## src/design/smbs_pkg.sv

```systemverilog
`default_nettype none

package smbs_pkg;

    // Flat probe index: rows and columns in use are at most 63 each.
    localparam int IDX_W = 12;
    // Width of the row and column counts, and of the divisor.
    localparam int CNT_W = 6;
    // Signed search bound, wide enough to hold -1.
    localparam int BND_W = IDX_W + 1;

    localparam logic REG_ROWS_IN_USE = 1'b0;
    localparam logic REG_COLS_IN_USE = 1'b1;

    localparam logic FUNC_LOAD   = 1'b0;
    localparam logic FUNC_SEARCH = 1'b1;

    typedef struct packed {
        logic             done;
        logic [IDX_W-1:0] quot;
        logic [CNT_W-1:0] rem;
    } div_resp_t;

endpackage

`default_nettype wire

```

## src/design/smbs_div.sv

```systemverilog
`default_nettype none

// Restoring divider, one quotient bit per cycle.
module smbs_div import smbs_pkg::*; (
    input  wire logic             aclk,
    input  wire logic             aresetn,
    input  wire logic             start,
    input  wire logic [IDX_W-1:0] dividend,
    input  wire logic [CNT_W-1:0] divisor,
    output div_resp_t             resp
);

    localparam int STEP_W = $clog2(IDX_W + 1);

    logic [IDX_W-1:0]  quo_reg, quo_next;
    logic [CNT_W-1:0]  rem_reg, rem_next;
    logic [CNT_W-1:0]  dvs_reg, dvs_next;
    logic [STEP_W-1:0] cnt_reg, cnt_next;
    logic              busy_reg, busy_next;
    logic              done_reg, done_next;
    logic [CNT_W:0]    trial;
    logic [CNT_W:0]    diff;
    logic              ge;

    assign trial = {rem_reg, quo_reg[IDX_W-1]};
    assign diff  = trial - {1'b0, dvs_reg};
    assign ge    = trial >= {1'b0, dvs_reg};

    always_comb begin
        quo_next  = quo_reg;
        rem_next  = rem_reg;
        dvs_next  = dvs_reg;
        cnt_next  = cnt_reg;
        busy_next = busy_reg;
        done_next = 1'b0;
        if (start) begin
            quo_next  = dividend;
            rem_next  = '0;
            dvs_next  = divisor;
            cnt_next  = STEP_W'(IDX_W);
            busy_next = 1'b1;
        end else if (busy_reg) begin
            quo_next = {quo_reg[IDX_W-2:0], ge};
            rem_next = ge ? diff[CNT_W-1:0] : trial[CNT_W-1:0];
            cnt_next = cnt_reg - STEP_W'(1);
            if (cnt_reg == STEP_W'(1)) begin
                busy_next = 1'b0;
                done_next = 1'b1;
            end
        end
    end

    always_ff @(posedge aclk) begin
        if (!aresetn) begin
            busy_reg <= 1'b0;
            done_reg <= 1'b0;
            cnt_reg  <= '0;
        end else begin
            busy_reg <= busy_next;
            done_reg <= done_next;
            cnt_reg  <= cnt_next;
        end
        quo_reg <= quo_next;
        rem_reg <= rem_next;
        dvs_reg <= dvs_next;
    end

    assign resp.done = done_reg;
    assign resp.quot = quo_reg;
    assign resp.rem  = rem_reg;

    a_no_restart: assert property (@(posedge aclk) disable iff (!aresetn)
        start |-> !busy_reg)
        else $error("divider restarted while busy");

    a_start_loads: assert property (@(posedge aclk) disable iff (!aresetn)
        start |=> busy_reg && cnt_reg == STEP_W'(IDX_W))
        else $error("divider did not start");

    a_rem_range: assert property (@(posedge aclk) disable iff (!aresetn)
        done_reg |-> rem_reg < dvs_reg && !busy_reg)
        else $error("remainder not below divisor");

endmodule

`default_nettype wire

```

## config.mk

```make
export PLATFORM = sky130hd
export DESIGN_NAME = smbs_div
export DESIGN_NICKNAME = d
export VERILOG_FILES = /design/src/design/smbs_pkg.sv /design/src/design/smbs_div.sv
export SDC_FILE = /design/constraint.sdc
export NUM_CORES = 1
export LEC_CHECK = 0
export ABC_AREA = 1
export CAP_MARGIN = 25
export CORE_UTILIZATION = 54
export CTS_BUF_LIST = sky130_fd_sc_hd__clkbuf_8
export DETAILED_ROUTE_END_ITERATION = 12
export DONT_BUFFER_PORTS = 1
export PLACE_DENSITY = 0.69
export SLEW_MARGIN = 20
export SYNTH_ARGS = -nofsm -noshare
export SYNTH_HDL_FRONTEND = slang
export SYNTH_SLANG_ARGS = --single-unit
```

## constraint.sdc

```tcl
create_clock -name aclk -period 2.1 [get_ports aclk]
set_clock_uncertainty 0.2 [all_clocks]
set_input_delay 0.21 -clock aclk [delete_from_list [all_inputs] [get_ports aclk]]
set_output_delay 0.21 -clock aclk [all_outputs]
set_load 0.05 [all_outputs]
```

Word-level counts from Yosys, hierarchy flattened
Cells that the tools add are included.

Flip-flop bits (word level): 30. Bits of input ports: 21. Output and inout port bits: 19. Word-level logic and storage cells: 25.

Add/sub/neg operators: 2. Order comparisons: 1. Equal/unequal tests: 1. Muxes and demuxes: 9. Bitwise logic cells: 2. Reduce and logical (&&, ||, !) cells: 3.

Operators with widths (number): $mux W12 (2); $mux W4 (2); $ge A7 B6 Y1 (1); $mux W6 (1); $sub A6 B6 Y6 (1); $eq A4 B1 Y1 const B (1); $mux W1 (4); $sub A4 B1 Y4 const B (1); $reduce_or A3 Y1 (1); $not A1 Y1 (2); $reduce_bool A2 Y1 (1); $reduce_or A2 Y1 (1).

Logic depth before layout (Yosys ltp)
Gate-level depths: netlist of run 1.

Depth in word-level cells: 4. Gate-level depth with buffers: 11. Depth with buffers taken out: 11.

Worst setup path before layout of run 1
Ideal clock, no wire load.

Path kind: register to register. Start point: reg quo_reg[11]. End point: reg rem_reg[4]. Library setup time: 114 ps. Data arrival time: 1850 ps. Data required time: 1786 ps. Slack: -64 ps. Cell stages (with the launch flop): 9. Buffers on the path: 0. Period minus slack after synthesis: 2164 ps. Path through: edfxtp_1 inv_1 ha_1 fa_1 or2_1 nand4_1 nand3_1 nand3_1 nand2_1.

Cells in the longest elaborated chain, start to end: 2. Elaborated cells on any way between the ends: 3. Those cells by class: 1 x add/sub; 1 x order compare; 1 x mux.

RTL lines: from (decl) (RTL line smbs_div.sv:15) `logic [IDX_W-1:0] quo_reg, quo_next;`; from (signal assigned) (RTL line smbs_div.sv:63) `quo_reg <= quo_next;`; $sub A6 B6 Y6 / $ge A7 B6 Y1 (equally long branches) (RTL line smbs_div.sv:26, smbs_div.sv:27); $mux W6 (*) (RTL line smbs_div.sv:44) `rem_next = ge ? diff[CNT_W-1:0] : trial[CNT_W-1:0];`; to (signal assigned) (RTL line smbs_div.sv:64) `rem_reg <= rem_next;`; to (decl) (RTL line smbs_div.sv:16) `logic [CNT_W-1:0] rem_reg, rem_next;`.

Every way passes the cells marked *; elsewhere a longest branch is shown, timed or not. A chain may end at the register's enable or synchronous reset.

Worst setup path after layout of run 1
Start point: reg busy_reg. End point: reg busy_reg.

Cells in the longest elaborated chain, start to end: 2.

RTL lines: from (decl) (RTL line smbs_div.sv:19) `logic busy_reg, busy_next;`; from (signal assigned) (RTL line smbs_div.sv:59) `busy_reg <= busy_next;`; $mux W1 (RTL line smbs_div.sv:42) `end else if (busy_reg) begin`; $mux W1 (RTL line smbs_div.sv:36) `if (start) begin`.

No other way between the ends.

==> results by group, run 1 <==
Outcome
  • Status: complete, but fails checks
  • Failing checks: design-rule violations

Yosys
  • Synthesized area: 1630 sq um
  • Register area share after synthesis: 48.0%
  • Syn Nets: 225
  • Netlist cell types: 30
  • Post-synth top area share: 33.2%
  • Synthesized instance count: between 150 and 200
  • Most used DFF post-synth: edfxtp_1
  • Synth top area cells: edfxtp_1 (33%), nand2_1 (16%), dfxtp_1 (15%), ha_1 (6.9%), inv_1 (6.2%)
  • Post-Syn Area per Cell: 8.39 sq um
  • Synth warn: 0
  • Post-synth EDFFs: 18
  • Seq cells post-synth: 30
  • FFs w/ async S/R, synth: 0%
  • Top-count cell post-synth: nand2_1
  • Most common library cells after synthesis: nand2_1 (68), inv_1 (27), edfxtp_1 (18)
  • Cell taking the most area after synthesis: edfxtp_1

Timing
  • Tmin final: 1.95 ns
  • Fin. Hold Viols: 0
  • Final worst path period share: slightly above 90%
  • Unrepaired setup endpoints after global routing: false
  • Fmax: between 500 and 600 MHz
  • Worst Hold Slack: 0.145 ns
  • # setup viols final: 0
  • Setup TNS: 0 ns
  • Worst-margin pin slew: between 0.5 and 0.6 ns
  • Slew HR: 65.7%
  • Slew Viols, Final: 0

Global route
  • GRT overflow: 0
  • Pin count of the biggest net entering global routing: 16
  • Global-route wire length before repair: 5270 um
  • Vias in the first global route: 1251
  • Initial antenna violation count: 0
  • GRT Total Usage: 21.8%

Power
  • Pleak: 0.976 nW
  • Worst vdd ir: around 0.0006 V
  • Design Power: between 0.0015 and 0.002 W
  • Pwr per Cell Area: 780 nW/um^2

Setup path
  • Critical path class: reg2reg
  • Worst Reg-to-Reg Cells: 5
  • Critical path, cell by cell: nor2_2, clkinvlp_4, o211ai_1, dlygate4sd3_1, inv_1
  • Worst path top cell family by delay: buffers and inverters
  • CP Capture Type: register
  • CP Max Fanout: 13
  • Max stage delay on crit path: 0.56 ns
  • Worst path required time: 2.07 ns
  • CP Data Arrival Time: 1.92 ns
  • Setup crit start: busy_reg$_SDFF_PN0_
  • Reg-to-reg startpoint: busy_reg$_SDFF_PN0_
  • Cell count along the critical path: 5
  • CP endpoint: busy_reg$_SDFF_PN0_
  • FF-to-FF End: busy_reg$_SDFF_PN0_
  • Critical Path Source Type: register
  • CP max stage cell: dlygate4sd3_1
  • R2R setup slack: 0.15 ns
  • Buffers & Inverters on Critical Path: 3

Drt
  • Drt total wl: around 3300 um
  • DRC: 4
  • Post-DR vias/cell: 5.14
  • Post-route ant nets: 0
  • Per-cell routed wire length: 12.7 um
  • Via count: roughly 1300
  • Drt first pass iters: 8
  • Iter 0 DRT Violations: 51

Layout
  • Layout cell share with drive strength beyond 1: between 10% and 20%
  • Area grow syn2layout: 24.7%
  • Fill cell count: 217
  • Final nets: approximately 260
  • Area of the multi-input gates: between 700 and 800 sq um
  • Register Area: ~800 sq um
  • Layout Utilization: 72.3%
  • Ant diodes: 0
  • Flip-flop count of the largest register after layout: 12

Clocking
  • CTS tree: yes
  • Clock sink count: 30
  • Clock buffer depth: 2
  • TritonCTS buffer count: 5
  • Clk_lat worst skew: 0.28 ns
  • Post-CTS Setup Repair Bufs: 0
  • CTS root buffer: clkbuf_8
  • Clk slew on worst S/H paths: 0.06 ns
  • H-Tree Depth: 2

Floorplan
  • Starting Density: 58.0%
  • Row count: 19
  • Chip width: approximately 57 um
  • Ports: 40
  • Core box area: 2810 sq um
  • Die footprint: 3240 sq um
  • Chip Height: around 57 um

Place
  • Routability congestion estimate: 0.882
  • Port Buffers: 0
  • DP HPWL: 2310 um

Hold path
  • Hold Crit Class: in2reg

Flow run
  • Max Cap Violations: 0
==> cells by family (layout without fill, tap and decap cells) <==
| logic type | Yosys count | in the layout | share of synthesized area [%] |
|---|---|---|---|
| AOI/OAI and AO/OA | 9 | 9 | 3.54 |
| xor gates and xnor gates | 2 | 2 | 1.08 |
| adders and majority gates | 10 | 10 | 8.15 |
| buffers and inverters | 33 | 68 | 8.15 |
| DFF | 30 | 30 | 48.0 |
| and+or+nand+nor | 110 | 110 | 31.1 |
==> routing by layer <==
layer	wire length, um	GRT usage, %	vias to the layer above
met1	1460	26.8	609
met5	0	0	-
met2	1600	35.5	33
met4	51	8.71	0
li1	-	-	687
met3	202	7.37	7
==> layout by cell type (no fill, tap or decap), drive strengths merged <==
master,instances
dfxtp,12
inv,28
a21boi,1
a211oi,1
buf,7
xnor2,1
ha,9
edfxtp,18
clkinvlp,1
a21oi,4
o211ai,1
clkinv,2
dlygate4sd3,25
nor3,1
clkbuf,5
o21ai,1
nand4,3
nand3,17
nand2,74
nor2,12
a31oi,1
fa,1
or2,1
xor2,1
nand3b,2
==> what timing repair did <==
action,4_1_cts,5_1_grt
gates resized for setup,0,1
hold endpoints to repair,36,0
setup endpoints to repair,0,1
hold buffers,25,0
==> worst reg2reg max path, stage by stage, from the launching register on <==
cell and delay [ns]:
dfxtp_1 0.39, nor2_2 0.22, clkinvlp_4 0.30, o211ai_1 0.16
dlygate4sd3_1 0.56, inv_1 0.04
==> report_power, final <==
part | internal, W | switching (W)
Combinational | 0.000143 | 0.000223
Clock | 0.000222 | 0.000192
Sequential | 0.000686 | 0.000116
Total | 0.00105 | 0.000531
==> worst min-delay path by stage <==
stage,from,slack [ns],cells after the start,to
after floorplan,divisor[0],0.11,0,dvs_reg[0]$_DFFE_PP_
after global placement,divisor[2],0.11,0,dvs_reg[2]$_DFFE_PP_
after detailed placement,divisor[0],0.11,0,dvs_reg[0]$_DFFE_PP_
after CTS,start,0.19,3,cnt_reg[0]$_SDFFE_PP0P_
after global routing,start,0.16,2,quo_reg[1]$_DFFE_PP_
final,start,0.15,2,quo_reg[9]$_DFFE_PP_
==> metrics by stage <==
step / area (sq um) / std cells / worst slack (ns)
after detailed placement: 1690 / 227 / 0.266
after floorplan: 1630 / 194 / 0.0340
after CTS: 2030 / 260 / 0.120
final: 2030 / 260 / 0.148
after global routing: 2030 / 260 / 0.0306
after global placement: 1690 / 227 / 0.282
==> area by class of cell <==
type                            count  share of cell area, %
Clock inverter                      3                  0.617
Sequential cell                    30                   38.5
Tap cell                           31                   1.91
Inverter                           28                   5.36
Timing Repair Buffer               32                   14.9
Clock buffer                        5                   3.39
Multi-Input combinational cell    131                   35.3
Power figures use the tool's default switching activity.
==> run 2, diff against run 1 <==
--- a/config.mk
+++ b/config.mk
@@ -12,6 +12,8 @@
 export DETAILED_ROUTE_END_ITERATION = 12
 export DONT_BUFFER_PORTS = 1
 export PLACE_DENSITY = 0.69
+export REMOVE_ABC_BUFFERS = 1
+export SETUP_SLACK_MARGIN = 0.15
 export SLEW_MARGIN = 20
 export SYNTH_ARGS = -nofsm -noshare
 export SYNTH_HDL_FRONTEND = slang
==> results by group, run 2 (synthesis gave the netlist of run 1 again) <==
Global route
  • Global-route wire length before repair: 5870 um (was 5270 um)
  • Initial antenna violation count: 0 (unchanged)
  • Vias in the first global route: 1403 (was 1251)
  • GRT overflow: 0 (unchanged)
  • GRT Total Usage: 24.3% (was 21.8%)
  • Pin count of the biggest net entering global routing: 16 (unchanged)

Layout
  • Flip-flop count of the largest register after layout: 12 (unchanged)
  • Layout cell share with drive strength beyond 1: 13.2% (was 12.7%)
  • Leading cell type in the layout, fill and taps excluded: nand2_1 (unchanged)
  • Ant diodes: 0 (unchanged)
  • Commonest non-fill, non-tap cells in the layout: nand2_1 (68), inv_1 (27), dlygate4sd3_1 (23), edfxtp_1 (18), nand3_1 (16) (was nand2_1 (68), inv_1 (26), dlygate4sd3_1 (25), edfxtp_1 (18), nand3_1 (16))
  • Final design instance area without fill: 2040 sq um (was 2030 sq um)
  • Final nets: 257 (was 259)
  • Area grow syn2layout: 25.6% (was 24.7%)

Place
  • Placed cell areas: 1690 sq um (about the same)
  • Port Buffers: 0 (unchanged)
  • Routability congestion estimate: 0.793 (was 0.882)
  • DP HPWL: 2260 um (was 2310 um)

Timing
  • Fin. Hold Viols: 0 (unchanged)
  • Unrepaired setup endpoints after global routing: false (unchanged)
  • Slew HR: 65.1% (was 65.7%)
  • Worst Hold Slack: 0.198 ns (was 0.145 ns)
  • Final worst path period share: 89.9% (was 93.0%)
  • Tmin final: 1.89 ns (was 1.95 ns)
  • Setup TNS: 0 ns (unchanged)
  • # setup viols final: 0 (unchanged)
  • Worst-margin pin slew: 0.522 ns (was 0.513 ns)
  • Slew Viols, Final: 0 (unchanged)
  • Fmax: 530 MHz (was 512 MHz)

Power
  • Pleak: 0.973 nW (was 0.976 nW)
  • Pwr per Cell Area: 852 nW/um^2 (was 780 nW/um^2)
  • Worst vdd ir: 0.000712 V (was 0.000616 V)

Setup path
  • Critical path class: reg2reg (unchanged)
  • Critical Path Source Type: register (unchanged)
  • CP Capture Type: register (unchanged)
  • Worst path required time: 2.08 ns (was 2.07 ns)
  • CP Max Fanout: 3 (was 13)
  • CP Data Arrival Time: 1.87 ns (was 1.92 ns)

Floorplan
  • Starting Density: 58.0% (unchanged)
  • Ports: 40 (unchanged)
  • Chip Height: 56.9 um (unchanged)
  • Die footprint: 3240 sq um (unchanged)
  • Chip width: 56.9 um (unchanged)
  • Core box area: 2810 sq um (unchanged)
  • Row count: 19 (unchanged)

Drt
  • Drt total wl: 3480 um (was 3310 um)
  • Post-route ant nets: 0 (unchanged)
  • Iter 0 DRT Violations: 42 (was 51)
  • Post-DR vias/cell: 5.28 (was 5.14)
  • Via count: 1361 (was 1336)
  • Per-cell routed wire length: 13.5 um (was 12.7 um)
  • Drt first pass iters: 8 (unchanged)
  • DRC: 2 (was 4)

Clocking
  • H-Tree Depth: 2 (unchanged)
  • Clock sink count: 30 (unchanged)
  • Post-CTS Setup Repair Bufs: 0 (unchanged)
  • CTS tree: yes (unchanged)
  • Clk_lat worst skew: 0.29 ns (was 0.28 ns)
  • CTS root buffer: clkbuf_8 (unchanged)
  • Clk slew on worst S/H paths: 0.06 ns (about the same)
  • TritonCTS buffer count: 5 (unchanged)
  • Clock buffer depth: 2 (unchanged)

Flow run
  • Max Cap Violations: 0 (unchanged)

Outcome
  • Status: complete, but fails checks (unchanged)
  • Failing checks: design-rule violations (unchanged)

Hold path
  • Hold Crit Class: in2reg (unchanged)
[run 2: stage by stage]
| step | util [%] | power [W] | worst slack (ns) | std cells |
|---|---|---|---|---|
| finish | 72.9 | 0.00174 | 0.212 | 258 |
| global route | 72.9 | 0.00181 | 0.155 | 258 |
| CTS | 72.4 | 0.00173 | 0.151 | 258 |
| detailed placement | 60.3 | 0.00113 | 0.180 | 227 |
| global placement | 60.3 | 0.00113 | 0.198 | 227 |
| floorplan | - | 0.00106 | -0.0638 | 189 |
[run 2: metal layers]
metal / vias to the layer above / share of wire (%) / track usage, %
met2: 53 / 52 / 42.4
met4: 0 / 1.9 / 11.8
met3: 8 / 6.7 / 8.76
li1: 678 / - / -
met1: 622 / 39 / 26.0
met5: - / 0 / 0
[run 2: final cells by class]
class,count,area (sq um)
repair buffers,30,283
inverters,28,109
clock inverters,3,41.3
well taps,31,38.8
multi-input cells,131,722
clock buffers,5,68.8
fillers,218,761
flip-flops and latches,30,782
[run 2: critical path, stage by stage, from the launching register on]
cell	delay (ns)
edfxtp_1	0.35
inv_1	0.08
ha_1	0.22
fa_2	0.36
or2_1	0.25
nand4_1	0.09
nand3_1	0.08
nand3_1	0.10
nand2_1	0.05
[run 2: final timing paths]
path | from | to | slack [ns] | cells after the start
setup reg to reg | quo_reg[11]$_DFFE_PP_ | rem_reg[4]$_SDFFE_PP0P_ | 0.21 | 8
setup / recovery | quo_reg[11]$_DFFE_PP_ | rem_reg[4]$_SDFFE_PP0P_ | 0.21 | 8
hold / removal | start | cnt_reg[2]$_SDFFE_PN0P_ | 0.20 | 4
hold reg to reg | cnt_reg[1]$_SDFFE_PP0P_ | cnt_reg[1]$_SDFFE_PP0P_ | 0.30 | 2
[run 2: what timing repair did]
| action | in CTS | in global routing |
|---|---|---|
| hold buffers | 23 | 0 |
| setup endpoints to repair | 0 | 19 |
| gates resized for setup | 0 | 4 |
| endpoints found under the hold margin | 36 | 0 |
[run 2: power by group]
part           switching [W]  total [W]  internal (W)
clock network       0.000226   0.000574      0.000349
registers           0.000115   0.000801      0.000686
logic               0.000226   0.000367      0.000141
total               0.000567    0.00174       0.00118
